### src/design/ilb_pkg.sv
package ilb_pkg;

  localparam int CMD_W   = 3;
  localparam int VALUE_W = 32;
  localparam int POS_W   = 8;
  localparam int FOUND_W = 8;
  localparam int FILL_W  = 9;

  localparam logic [CMD_W-1:0] CMD_CLEAR        = 3'd0;
  localparam logic [CMD_W-1:0] CMD_APPEND       = 3'd1;
  localparam logic [CMD_W-1:0] CMD_SWAP_REMOVE  = 3'd2;
  localparam logic [CMD_W-1:0] CMD_SHIFT_REMOVE = 3'd3;
  localparam logic [CMD_W-1:0] CMD_FIND_FIRST   = 3'd4;
  localparam logic [CMD_W-1:0] CMD_FIND_LAST    = 3'd5;

  typedef enum logic [1:0] {
    CELL_HOLD,
    CELL_ROTATE,
    CELL_CLOSE,
    CELL_WRITE
  } cell_mode_e;

  typedef struct packed {
    cell_mode_e         mode;
    logic [VALUE_W-1:0] data;
  } cell_ctl_t;

  typedef enum logic [1:0] {
    ST_IDLE,
    ST_WALK,
    ST_PATCH,
    ST_FINISH
  } ctrl_state_e;

endpackage

### src/design/ilb_cell.sv
module ilb_cell
  import ilb_pkg::*;
#(
  parameter int IDX    = 0,
  parameter int ADDR_W = 9
) (
  input  logic               clk_i,
  input  cell_ctl_t          ctl_i,
  input  logic [ADDR_W-1:0]  addr_i,
  input  logic [VALUE_W-1:0] next_i,
  output logic [VALUE_W-1:0] data_o
);

  localparam logic [ADDR_W-1:0] MyIdx = ADDR_W'(IDX);

  logic [VALUE_W-1:0] data_q;
  logic [VALUE_W-1:0] data_d;

  always_comb begin
    data_d = data_q;
    case (ctl_i.mode)
      CELL_ROTATE: data_d = next_i;
      CELL_CLOSE: begin
        if (MyIdx >= addr_i) data_d = next_i;
      end
      CELL_WRITE: begin
        if (MyIdx == addr_i) data_d = ctl_i.data;
      end
      default: data_d = data_q;
    endcase
  end

  always_ff @(posedge clk_i) begin
    data_q <= data_d;
  end

  assign data_o = data_q;

endmodule

### config.mk
export PLATFORM = sky130hd
export DESIGN_NAME = ilb_cell
export DESIGN_NICKNAME = d
export VERILOG_FILES = /design/src/design/ilb_pkg.sv /design/src/design/ilb_cell.sv
export SDC_FILE = /design/constraint.sdc
export NUM_CORES = 1
export LEC_CHECK = 0
export ABC_AREA = 1
export BUFFER_PORTS_ARGS = -buffer_cell sky130_fd_sc_hd__buf_2
export CAP_MARGIN = 20
export CORE_ASPECT_RATIO = 1.75
export CORE_UTILIZATION = 23
export CTS_BUF_LIST = sky130_fd_sc_hd__clkbuf_8
export CTS_CLUSTER_SIZE = 12
export DETAILED_ROUTE_END_ITERATION = 8
export SYNTH_ARGS = -nofsm -noshare
export SYNTH_HDL_FRONTEND = slang
export SYNTH_SLANG_ARGS = --single-unit
### constraint.sdc
create_clock -name clk_i -period 3.87 [get_ports clk_i]
set_clock_uncertainty 0.15 [all_clocks]
set_input_delay 0.5805 -clock clk_i [delete_from_list [all_inputs] [get_ports clk_i]]
set_output_delay 0.5805 -clock clk_i [all_outputs]
set_load 0.03 [all_outputs]
Word level (Yosys, flattened, before mapping)
Index checks and enable logic that the tools add are counted.
{"block": "classes", "n_mux": 3, "magnitude_cmp": 1, "n_eq_ne": 5, "n_reduce_logical": 3}
{"operator": "case mux 32 bit (3 select lines)", "count": 1}
{"operator": "2-to-1 mux 32 bit", "count": 2}
{"operator": "greater-or-equal comparator 1 x 9 -> 1 bit, first input constant", "count": 1}
{"operator": "zero test 9 bit", "count": 1}
{"operator": "equality test 2 bit, second input constant", "count": 2}
{"operator": "!= test 2 bit, second input constant", "count": 2}
{"operator": "AND reduction 3 bit", "count": 1}
{"operator": "nonzero test 3 bit", "count": 1}
{"operator": "equality test 2 x 1 -> 1 bit, second input constant", "count": 1}
{"block": "word_totals", "register_bits": 32, "inputBits": 76, "elab_cells": 13}

Longest topological paths before layout
{"block": "logic_depth", "word_depth": 3, "mapped_depth": 5, "ltp_nobuf": 4}

Worst setup path after synthesis
OpenSTA, ideal clock, no wires.
{"block": "synth_path", "path_type": "input-to-reg", "startpoint": "input port ctl_i[33] in the netlist's numbering", "endpoint": "register data_q[0], in the netlist data_o[0] (enable)", "path_slack_ps": 900, "path_buffers": 1, "stages": 5, "setup_ps": 428, "arrival_ps": 2392, "path_cell_list": "buf_6 -> inv_2 -> nor2_2 -> nand2_1 -> o21bai_1"}
{"block": "synth_via", "elab_chain_cells": 3, "word_cells_on_any_way": 7, "cone_classes": "eq/ne (5); reduce/logical (2)"}
{"element": "start, declared", "line": "ilb_cell.sv:8", "text": "input cell_ctl_t ctl_i,"}
{"element": "equality test 2 bit / equality test 2 x 1 -> 1 bit (equally long branches)", "line": "ilb_cell.sv:21", "text": "case (ctl_i.mode)"}
{"element": "!= test 2 bit (no line) / nonzero test 3 bit (equally long branches)"}
{"element": "AND reduction 3 bit (no line) (*)"}
{"element": "end signal, assigned", "line": "ilb_cell.sv:34", "text": "data_q <= data_d;"}
{"element": "end, declared", "line": "ilb_cell.sv:16", "text": "logic [VALUE_W-1:0] data_q;"}
Mark *: on every way between the ends. The rest lies on a longest branch, timed or not.
A chain may end at the register's enable or synchronous reset.

Final worst setup path
{"block": "layout_path", "startpoint": "input port ctl_i[33] in the netlist's numbering", "endpoint": "register data_q[2], in the netlist data_o[2] (enable)"}
Same word-level chain as after synthesis.

==> flow_summary.ini <==
[grt]
antenna_found_initial = 0
track_usage_pct = 11.1
grt_pass1_vias = 1352
overflow = 0
grt_first_pass_wirelength_um = 5990
grt_max_degree = 36

[sta]
finalCriticalPeriod_ps = 2250
max_freq_mhz = 445
drv_slew = 0
period_share_pct = 58.1
hold_viol = 0
relSlewSlack_pct = 39.9
finalSetupViolations = 0
tightestPinTransition_ps = 899
tns_ps = 0
rsz0062_at_grt = no
holdWs_ps = 420

[critical_path]
cp_data_arrival_time_ps = 1990
slowest_stage = o21bai_4
critPathKind = in2reg
cp-start-kind = primary input
crit_fanout = 35
cpPeakStageDelay_ps = 730
worstPathRequired_ps = 3620
crit_chain = buf_2, buf_4, inv_2, nor2_2, nand2_1, o21bai_4
cp-end-kind = flop

[logic_synthesis]
synth.area.mux_share_pct = 0
synth_fa_ha_area_share_pct = 0
synth_largest_area_cell = edfxtp_1
synthesis.area_mm2 = 0.00159
yosysUniqueCellTypes = 14
yosys.area_share.simple_pct = 30.1
syn_inst = 151
synth-xor-area-share_pct = 0
synth_top_family_by_area = simple AND/OR/NAND/NOR gates
syn-num-nets = 227
yosys.area.top_type_share_pct = 60.3
syn_avg_cell_area_um2 = 10.6
yosysWarnings = 0
synth_compound_area_share_pct = 0.471
ys_seq_elements = 32
yosysSeqAreaShare_pct = 60.3
synth.area.top_cells = edfxtp_1 (60%), nand2_1 (13%), nand3_1 (10%)

[routing]
ant_nets = 0
drt-initial-drc-count = 59
vias_per_cell = 4.16
firstDrtPassIters = 4
wire_per_inst_um = 11.9
vias = 1407
post-route-drc-count = 0
routed_wl_um = 4030

[floorplanning]
die_h_um = 112
die_w_um = 64.9
rows = 39
die_area_mm2 = 0.00728
initial_core_util_pct = 24.2
ios = 108
core_area_mm2 = 0.00659

[finish]
n_fill_cell = 706
layout.cells.non_filler = 338
diodes = 0
ff_latch_area_um2 = 961
drive_gt1_share_pct = 50.4
mostFrequentLayoutCells = buf_2 (107), nand2_1 (55), nand3_1 (33)
layout_commonest_cell = buf_2
largest_reg_flops = 32
final_cell_area_mm2 = 0.00222
final_net_count = 331
multi_input_area_um2 = 498
finalCoreUtilization_pct = 33.7
area_delta_synth_final_pct = 39.2

[place]
routabilityCongestion = 0.785
dp_hpwl_um = 2960
post_dp_cell_area_mm2 = 0.00211
portBuffers = 107
place_inst = 330

[outcome]
run_status = completed

[clock_network]
clkSinkCount = 32
cts_hold_buffers = 0
clockBufferDepth = 2
cts_setup_buffers = 0
cts_htree_levels = 2
cts_buffers = 5
root_buffer = clkbuf_8
cts_resized = 0
path_clk_slew_ps = 70
cts_tree = yes

[power_and_ir_drop]
powerDensity_mw_per_mm2 = 403
vdd.ir_drop.worst_v = 0.000154
power.leakage_nw = 1.09

[job]
maxCapViolCount = 0

[worst_hold_path]
hp-class = in2reg
power breakdown:
group	switching, mW	total, mW	internal (mW)
logic	0.113	0.173	0.0604
registers	0.00564	0.419	0.414
clock network	0.115	0.303	0.188
path summary, 6_finish.rpt:
kind       start                   end  slack (ps)  cells after the start
max    ctl_i[33]   data_o[2]$_DFFE_PP_        1620                      6
min   next_i[19]  data_o[19]$_DFFE_PP_         420                      3
critical path: cells and delay by family:
kind / cells / cell delay (ps)
AO/OA/AOI/OAI: 1 / 730
buffers and inverters: 3 / 510
AND/OR/NAND/NOR: 2 / 160
cells in the mapped netlist:
| master | n |
|---|---|
| buf_12 | 1 |
| buf_4 | 1 |
| buf_6 | 5 |
| clkbuf_8 | 4 |
| edfxtp_1 | 32 |
| inv_1 | 1 |
| inv_2 | 1 |
| nand2_1 | 55 |
| nand2_2 | 10 |
| nand2_8 | 1 |
| nand3_1 | 33 |
| nor2_1 | 5 |
| nor2_2 | 1 |
| o21bai_1 | 1 |
area by class of cell:
class	count	share of cell area, %
Clock buffer	5	3.10
Clock inverter	3	1.75
Inverter	2	0.338
Multi-Input combinational cell	106	22.4
Sequential cell	32	43.3
Tap cell	82	4.62
Timing Repair Buffer	108	24.5
layer usage:
layer | up-vias | GRT usage [%] | routed length, µm
li1 | 715 | - | -
met1 | 613 | 10.3 | 1420
met2 | 66 | 20.5 | 2190
met3 | 13 | 1.42 | 218
met4 | 0 | 8.89 | 205
met5 | - | 0 | 0
logic make-up (layout without fill, tap and decap cells):
group           count (synthesis)  after routing
simple gates                  105            105
flops                          32             32
buf+inv                        13            118
compound gates                  1              1
through the flow:
stage / setup slack [ps] / total power, mW
2_1_floorplan: 900 / 0.541
3_3_place_gp: 1350 / 0.600
3_5_place_dp: 1300 / 0.602
4_1_cts: 1600 / 0.910
5_1_grt: 1470 / 0.938
6_report: 1620 / 0.896
Note: power is estimated with default switching activity, not from simulation.
