File: src/design/ilb_pkg.sv
package ilb_pkg;

  localparam int CMD_W   = 3;
  localparam int VALUE_W = 32;
  localparam int POS_W   = 8;
  localparam int FOUND_W = 8;
  localparam int FILL_W  = 9;

  localparam logic [CMD_W-1:0] CMD_CLEAR        = 3'd0;
  localparam logic [CMD_W-1:0] CMD_APPEND       = 3'd1;
  localparam logic [CMD_W-1:0] CMD_SWAP_REMOVE  = 3'd2;
  localparam logic [CMD_W-1:0] CMD_SHIFT_REMOVE = 3'd3;
  localparam logic [CMD_W-1:0] CMD_FIND_FIRST   = 3'd4;
  localparam logic [CMD_W-1:0] CMD_FIND_LAST    = 3'd5;

  typedef enum logic [1:0] {
    CELL_HOLD,
    CELL_ROTATE,
    CELL_CLOSE,
    CELL_WRITE
  } cell_mode_e;

  typedef struct packed {
    cell_mode_e         mode;
    logic [VALUE_W-1:0] data;
  } cell_ctl_t;

  typedef enum logic [1:0] {
    ST_IDLE,
    ST_WALK,
    ST_PATCH,
    ST_FINISH
  } ctrl_state_e;

endpackage

File: src/design/ilb_ctrl.sv
module ilb_ctrl
  import ilb_pkg::*;
#(
  parameter int CAPACITY = 256,
  parameter int CNT_W    = 9
) (
  input  logic                clk_i,
  input  logic                rst_ni,
  input  logic                in_valid_i,
  output logic                in_stall_o,
  input  logic [CMD_W-1:0]    command_i,
  input  logic [VALUE_W-1:0]  value_i,
  input  logic [POS_W-1:0]    position_i,
  input  logic [VALUE_W-1:0]  head_i,
  output cell_ctl_t           ctl_o,
  output logic [CNT_W-1:0]    addr_o,
  output logic                out_valid_o,
  input  logic                out_stall_i,
  output logic                ok_o,
  output logic [FOUND_W-1:0]  found_at_o,
  output logic [FILL_W-1:0]   fill_o
);

  localparam int PW = (CNT_W > POS_W) ? CNT_W : POS_W;
  localparam logic [CNT_W-1:0] Cap     = CNT_W'(CAPACITY);
  localparam logic [CNT_W-1:0] LastIdx = CNT_W'(CAPACITY - 1);
  localparam logic [CNT_W-1:0] One     = CNT_W'(1);

  ctrl_state_e        state_q, state_d;
  logic [CNT_W-1:0]   count_q, count_d;
  logic [CNT_W-1:0]   step_q, step_d;
  logic [CMD_W-1:0]   cmd_q, cmd_d;
  logic [VALUE_W-1:0] val_q, val_d;
  logic [CNT_W-1:0]   pos_q, pos_d;
  logic               ok_q, ok_d;
  logic [CNT_W-1:0]   at_q, at_d;
  logic [VALUE_W-1:0] last_q, last_d;
  logic               out_valid_q, out_valid_d;
  logic               out_ok_q, out_ok_d;
  logic [FOUND_W-1:0] out_at_q, out_at_d;
  logic [FILL_W-1:0]  out_fill_q, out_fill_d;

  logic               pos_ok;
  logic               hit;

  assign pos_ok = PW'(position_i) < PW'(count_q);
  assign hit    = (step_q < count_q) && (head_i == val_q);

  always_comb begin
    state_d     = state_q;
    count_d     = count_q;
    step_d      = step_q;
    cmd_d       = cmd_q;
    val_d       = val_q;
    pos_d       = pos_q;
    ok_d        = ok_q;
    at_d        = at_q;
    last_d      = last_q;
    out_valid_d = out_valid_q && out_stall_i;
    out_ok_d    = out_ok_q;
    out_at_d    = out_at_q;
    out_fill_d  = out_fill_q;
    ctl_o.mode  = CELL_HOLD;
    ctl_o.data  = value_i;
    addr_o      = count_q;

    case (state_q)
      ST_IDLE: begin
        if (in_valid_i) begin
          cmd_d   = command_i;
          val_d   = value_i;
          pos_d   = CNT_W'(position_i);
          ok_d    = 1'b0;
          at_d    = '0;
          step_d  = '0;
          state_d = ST_FINISH;
          case (command_i)
            CMD_CLEAR: begin
              count_d = '0;
              ok_d    = 1'b1;
            end
            CMD_APPEND: begin
              if (count_q != Cap) begin
                ctl_o.mode = CELL_WRITE;
                addr_o     = count_q;
                count_d    = count_q + One;
                ok_d       = 1'b1;
              end
            end
            CMD_SWAP_REMOVE: begin
              if (pos_ok) begin
                ok_d    = 1'b1;
                state_d = ST_WALK;
              end
            end
            CMD_SHIFT_REMOVE: begin
              if (pos_ok) begin
                ctl_o.mode = CELL_CLOSE;
                addr_o     = CNT_W'(position_i);
                count_d    = count_q - One;
                ok_d       = 1'b1;
              end
            end
            CMD_FIND_FIRST: state_d = ST_WALK;
            CMD_FIND_LAST:  state_d = ST_WALK;
            default:        state_d = ST_FINISH;
          endcase
        end
      end
      ST_WALK: begin
        ctl_o.mode = CELL_ROTATE;
        step_d     = step_q + One;
        case (cmd_q)
          CMD_SWAP_REMOVE: begin
            if (step_q == count_q - One) last_d = head_i;
          end
          CMD_FIND_FIRST: begin
            if (hit && !ok_q) begin
              ok_d = 1'b1;
              at_d = step_q;
            end
          end
          CMD_FIND_LAST: begin
            if (hit) begin
              ok_d = 1'b1;
              at_d = step_q;
            end
          end
          default: ;
        endcase
        if (step_q == LastIdx) begin
          state_d = (cmd_q == CMD_SWAP_REMOVE) ? ST_PATCH : ST_FINISH;
        end
      end
      ST_PATCH: begin
        ctl_o.mode = CELL_WRITE;
        ctl_o.data = last_q;
        addr_o     = pos_q;
        count_d    = count_q - One;
        state_d    = ST_FINISH;
      end
      ST_FINISH: begin
        if (!out_valid_q || !out_stall_i) begin
          out_valid_d = 1'b1;
          out_ok_d    = ok_q;
          out_at_d    = FOUND_W'(at_q);
          out_fill_d  = FILL_W'(count_q);
          state_d     = ST_IDLE;
        end
      end
      default: state_d = ST_IDLE;
    endcase
  end

  always_ff @(posedge clk_i or negedge rst_ni) begin
    if (!rst_ni) begin
      state_q     <= ST_IDLE;
      count_q     <= '0;
      out_valid_q <= 1'b0;
    end else begin
      state_q     <= state_d;
      count_q     <= count_d;
      out_valid_q <= out_valid_d;
    end
  end

  always_ff @(posedge clk_i) begin
    step_q     <= step_d;
    cmd_q      <= cmd_d;
    val_q      <= val_d;
    pos_q      <= pos_d;
    ok_q       <= ok_d;
    at_q       <= at_d;
    last_q     <= last_d;
    out_ok_q   <= out_ok_d;
    out_at_q   <= out_at_d;
    out_fill_q <= out_fill_d;
  end

  assign in_stall_o  = state_q != ST_IDLE;
  assign out_valid_o = out_valid_q;
  assign ok_o        = out_ok_q;
  assign found_at_o  = out_at_q;
  assign fill_o      = out_fill_q;

endmodule

File: config.mk
export PLATFORM = sky130hd
export DESIGN_NAME = ilb_ctrl
export DESIGN_NICKNAME = d
export VERILOG_FILES = /design/src/design/ilb_pkg.sv /design/src/design/ilb_ctrl.sv
export SDC_FILE = /design/constraint.sdc
export NUM_CORES = 1
export LEC_CHECK = 0
export BUFFER_PORTS_ARGS = -buffer_cell sky130_fd_sc_hd__buf_2
export CORE_AREA = 2 2 106 108
export DETAILED_ROUTE_END_ITERATION = 8
export DIE_AREA = 0 0 108 110
export PLACE_DENSITY = 0.82
export RECOVER_POWER = 100
export SLEW_MARGIN = 15
export SYNTH_ARGS = -nofsm -noshare
export SYNTH_HDL_FRONTEND = slang
export SYNTH_SLANG_ARGS = --single-unit
File: constraint.sdc
create_clock -name clk_i -period 11.5 [get_ports clk_i]
set_input_delay 3.45 -clock clk_i [delete_from_list [all_inputs] [get_ports clk_i]]
set_output_delay 3.45 -clock clk_i [all_outputs]
set_load 0.01 [all_outputs]
* After elaboration in Yosys (flattened, before gate mapping)
Cells that the tools add are included.
Word-level totals: input port bits 79, memory bits (writable) 0, output and inout port bits 63, register bits 123, bits in read-only memories 0, latch bits 0, logic and storage cells 101, memories 0
Operators by class: reduce and logical (&&, ||, !) cells 21, div/mod/pow operators 0, shifts and indexed selects 0, equal/unequal tests 24, multiply operators 0, add/subtract/negate cells 3, bitwise gates (word level) 0, order comparisons 2, multiplexer cells 38
Operator list (number):
- 9-bit 2-to-1 mux | 7
- 9-bit case mux with 2 select lines | 3
- 32-bit == test | 1
- 32-bit 2-to-1 mux | 1
- 8-bit case mux with 2 select lines | 2
- 9-bit case mux with 3 select lines | 1
- 9-bit by 1-bit adder with 9-bit output (second input constant) | 2
- 8-bit 2-to-1 mux | 2
- 2-bit 2-to-1 mux | 7
- 3-bit == test (second input constant) | 4
- 3-bit inequality test (second input constant) | 4
- 5-bit AND reduction | 2
- 3-bit by 2-bit == test with 1-bit output (second input constant) | 3
- 9-bit by 8-bit == test with 1-bit output (second input constant) | 1
- 9-bit == test | 1
- 8-bit by 9-bit less-than comparator with 1-bit output | 1
- 9-bit less-than comparator | 1
- 9-bit inequality test (second input constant) | 1
- 9-bit by 1-bit subtractor with 9-bit output (second input constant) | 1
- 1-bit 2-to-1 mux | 8
- 2-bit case mux with 2 select lines | 2
- 2-bit case mux with 4 select lines | 1
- 2-bit inequality test (second input constant) | 3
- 2-bit case mux with 3 select lines | 1
- 16 further kinds | 28

* Logic depth before layout (Yosys ltp)
word-level depth 6, gate-level depth with buffers 11, gate-level depth less buffers 10

* Worst setup path before layout
Ideal clock, no wire load.
kind in2out, from input port position_i[6], to output port addr_o[5], stages on the path 7, arrival time 5173 ps, path buffers 1, data required time 8050 ps, slack 2877 ps, cells stage by stage ha_1 -> and3_1 -> nand3_2 -> o32a_4 -> and3_1 -> buf_6 -> o311ai_0
Between the ends: longest elaborated chain between the ends 5
Ends and longest elaborated chain:
- start: declaration | line ilb_ctrl.sv:13 | input logic [POS_W-1:0] position_i,
- 8-bit by 9-bit less-than comparator with 1-bit output | line ilb_ctrl.sv:46 | assign pos_ok = PW'(position_i) < PW'(count_q);
- 9-bit 2-to-1 mux | line ilb_ctrl.sv:97 | if (pos_ok) begin
- 9-bit 2-to-1 mux
- 9-bit 2-to-1 mux | line ilb_ctrl.sv:69 | if (in_valid_i) begin
- 9-bit case mux with 2 select lines | line ilb_ctrl.sv:67 | case (state_q)
- end: declaration | line ilb_ctrl.sv:16 | output logic [CNT_W-1:0] addr_o,
Every way passes these cells.

* Worst setup path in the final report
from input port position_i[6], to output port addr_o[3]
Same word-level chain as after synthesis.

==> impl_results.rst <==
.. list-table::
   :header-rows: 1

   * - Metric
     - Value
   * - Combined area of all synthesized cells
     - 0.006082 mm²
   * - Top cells by area in the synthesized netlist
     - sky130_fd_sc_hd__edfxtp_1 55%, sky130_fd_sc_hd__mux2_2 6.1%, sky130_fd_sc_hd__ha_1 5.3%, sky130_fd_sc_hd__dfrtp_1 4.9%, sky130_fd_sc_hd__xor2_1 4.2%
   * - CTS max path bufs
     - 2
   * - CP cell instances
     - clkbuf_1 > ha_1 > and3_1 > a221oi_1 > o32a_2 > and3_1 > nand2_1 > a31o_1 > clkbuf_1
   * - Count of state elements after synthesis
     - 123
   * - Pin count of the biggest net entering global routing
     - 48
   * - Buffer type at the clock tree root
     - sky130_fd_sc_hd__clkbuf_8
   * - Longest individual stage delay on the worst path
     - 510 ps
   * - Syn-to-layout area delta
     - 19.26%
   * - Final setup violation count
     - 0
   * - Final hold violations
     - 0
   * - Wire length of the first global-routing pass
     - 22.66 mm
   * - Detailed-router iteration count before antenna repair
     - 7
   * - Worst Path Required
     - 8050 ps
   * - Kind of critical path
     - in2out
   * - MaxCap Viol Count
     - 2
   * - Slew headroom
     - -28.43%
   * - Core box area
     - 0.01070 mm²
   * - Count of antenna-violating nets left after detailed routing
     - 0
   * - Number of distinct library cell variants in the gate-level netlist after synthesis
     - 53
   * - Start point of the worst hold path
     - at_q[7]
   * - Count of flip-flops with a built-in enable after synthesis
     - 111
   * - Reg2reg end
     - last_q[24]
   * - Failing checks
     - DRC, capacitance limit, slew limit
   * - Num CTS Buffers
     - 17
   * - Instance count along the most critical hold path
     - 0
   * - Worst hold endpoint
     - found_at_o[7]
   * - Share of the cycle needed by the critical path after routing
     - 81.11%
   * - Arr. time, crit path
     - 5880 ps
   * - Via count of the first global-routing pass
     - 4443
   * - Initial antenna violation count
     - 0
   * - Reg-to-reg startpoint
     - count_q[0]
   * - Hold Path Class
     - reg2reg
   * - HPWL after detailed placement
     - 10.15 mm
   * - Crit-path slowest cell
     - sky130_fd_sc_hd__and3_1
   * - Clock transition time at the flip-flop clock pins of the worst setup and hold paths
     - 60 ps
   * - Overall die height
     - 110 µm
   * - Synth async-reset ratio
     - 9.756%
   * - Num ports
     - 142
   * - Category of the worst setup path launch point
     - input port
   * - Share of final-layout standard cells stronger than drive strength 1
     - 14.24%
   * - Port Buf Inserts
     - 141
   * - Site row count
     - 38
   * - TritonCTS clock tree
     - done
   * - Result of the run
     - finished, violations left
   * - Slack of the worst reg-to-reg path
     - 7550 ps
   * - Unrepaired setup endpoints after global routing
     - false
   * - Net count of the mapped netlist
     - 558
   * - Pins Over Slew Limit
     - 77
   * - Warning count from the yosys run
     - 0
   * - Sequential share of the synthesized area
     - 59.74%
   * - Worst Path Max Fanout
     - 15
   * - Routed wire length
     - 14.39 mm
   * - GRT Resource Usage Total
     - 26.09%
   * - Clk sink count
     - 123
   * - Detailed Route Iter0 Violations
     - 326
   * - Depth of the worst register-to-register path
     - 7
   * - Placement Setup Slack
     - 2146 ps
   * - Vias/cell
     - 5.856
   * - Weighted congestion reported at the end of routability-driven placement
     - 0.9542
   * - Maximum clock frequency
     - 0.1072 GHz
   * - Setup total negative slack
     - 0 ps
   * - Die footprint
     - 0.01188 mm²
   * - Drc violations
     - 1
   * - Crit path time final
     - 9327 ps
   * - Clock Latency Late Sink
     - 540 ps
   * - Number of diodes added for antenna fixing
     - 0
   * - Leftover overflow at the end of global routing
     - 0
   * - Pin slew with the least headroom to its limit
     - 1927 ps
   * - Net count, final
     - 703
   * - Leakage Power
     - 2.524 nW
   * - Number of cells produced by synthesis
     - 453
   * - Clock skew after layout
     - 10.15 ps
   * - Post-route worst setup slack
     - 2173 ps
   * - Endpoint class of the critical path
     - output pin
   * - Cts-stage hold buffer count
     - 0
   * - Post-CTS Repair Setup Buffers
     - 0
   * - Max VDD drop
     - 0.1195 mV
   * - Resize count post-CTS
     - 0
   * - Initial standard-cell utilization of the core
     - 56.85%
   * - Primary FF master, synth
     - sky130_fd_sc_hd__edfxtp_1
   * - Per-instance average area after synthesis
     - 13.43 µm²
   * - Power density of the placed cells
     - 258.8 mW/mm²
   * - Average routed wire per standard cell
     - 19.15 µm
   * - Area leader, netlist
     - sky130_fd_sc_hd__edfxtp_1
   * - Area share of the largest cell type after synthesis
     - 54.80%
   * - Max H-tree Level
     - 4
   * - Floorplan die width
     - 108 µm
   * - Via total after detailed routing
     - 4398
==> routing by layer <==
layer	vias to the layer above	global-route usage, %	routed length (µm)
met2	219	41.69	6911
met5	-	0	0
li1	2031	-	-
met1	2116	32.72	5896
met3	32	8.172	1183
met4	0	12.27	394
==> final cells by class <==
class,instances,area [µm²]
clock inverters,13,127.6
repair buffers,144,563.0
well taps,140,175.2
inverters,17,63.81
fillers,829,3445
flip-flops and latches,123,3633
clock buffers,19,421.7
multi-input cells,295,2268
==> worst max-delay path by stage <==
stage,from,endpoint,slack (ps),depth (start not counted)
2_1_floorplan,position_i[6],addr_o[5],2880,7
3_3_place_gp,position_i[6],addr_o[3],2240,9
3_5_place_dp,position_i[6],addr_o[3],2150,9
4_1_cts,position_i[6],addr_o[3],2140,9
5_1_grt,position_i[6],ctl_o[33],2030,9
6_report,position_i[6],addr_o[3],2170,9
==> power breakdown <==
| part | internal, mW | leakage [nW] | switching (mW) |
|---|---|---|---|
| Sequential | 0.612 | 1.18 | 0.0965 |
| Clock | 0.304 | 0.251 | 0.189 |
| Combinational | 0.268 | 1.09 | 0.407 |
| Total | 1.18 | 2.52 | 0.693 |
==> critical path: cells and delay by family <==
| kind | cells | cell delay (ps) |
|---|---|---|
| buf+inv | 2 | 240 |
| simple gates | 3 | 940 |
| fa+ha+maj | 1 | 320 |
| compound gates | 3 | 920 |
==> synth_stat cells (all sizes together) (13+ instances only) <==
master and count:
xnor2 20, nor2 25, ha 26, edfxtp 111, mux2 33, nand3 13, o21ai 18, xor2 29
nand2 14, inv 17
==> placed cells by master, fill, tap and decap left out, types with 7 or more instances in the layout <==
master	Yosys	layout
sky130_fd_sc_hd__a21oi_1	12	12
sky130_fd_sc_hd__nand2_1	14	14
sky130_fd_sc_hd__inv_1	15	15
sky130_fd_sc_hd__dfrtp_1	12	12
sky130_fd_sc_hd__and3_1	8	8
sky130_fd_sc_hd__edfxtp_1	111	111
sky130_fd_sc_hd__nand3_1	12	13
sky130_fd_sc_hd__o21ai_0	16	17
sky130_fd_sc_hd__nand4_1	8	8
sky130_fd_sc_hd__and2_0	0	7
sky130_fd_sc_hd__xor2_1	29	29
sky130_fd_sc_hd__ha_1	26	25
sky130_fd_sc_hd__a22oi_1	12	12
sky130_fd_sc_hd__xnor2_1	20	20
sky130_fd_sc_hd__mux2_2	33	33
sky130_fd_sc_hd__buf_2	1	18
sky130_fd_sc_hd__nor4_1	9	9
sky130_fd_sc_hd__clkbuf_16	0	16
sky130_fd_sc_hd__clkbuf_1	6	127
sky130_fd_sc_hd__o22ai_1	7	7
sky130_fd_sc_hd__nor2_1	25	25
==> kinds of logic (layout without fill, tap and decap cells) <==
| family | Yosys count | count (layout) | share of synthesized area, % |
|---|---|---|---|
| flip-flops | 123 | 123 | 59.74 |
| buffers and inverters | 35 | 193 | 2.674 |
| AND/OR/NAND/NOR | 104 | 104 | 8.969 |
| AO/OA/AOI/OAI | 82 | 82 | 9.937 |
| multiplexers | 34 | 34 | 6.274 |
| XOR/XNOR | 49 | 49 | 7.056 |
| adder cells (fa/ha/maj) | 26 | 26 | 5.349 |
==> metrics by stage <==
step / cell area (µm²) / utilization, % / power (mW) / instances / hold WS, ps
6_report: 7253 / 67.80 / 1.877 / 751 / 417.2
2_1_floorplan: 6082 / - / 1.185 / 453 / 400.3
3_5_place_dp: 6895 / 64.46 / 1.416 / 719 / 406.2
4_1_cts: 7445 / 69.59 / 1.914 / 751 / 419.7
3_3_place_gp: 6895 / 64.46 / 1.395 / 719 / 404.4
5_1_grt: 7253 / 67.80 / 1.990 / 751 / 424.0
==> sequential cells by signal, summed over array words and instances, names as in the netlist <==
register,flops
at_q,8
cmd_q,3
count_q,9
fill_o,9
found_at_o,8
last_q,32
ok_o,1
ok_q,1
out_valid_o,1
pos_q,8
state_q,2
step_q,9
val_q,32
No activity file was read; power rests on OpenSTA's default activity.
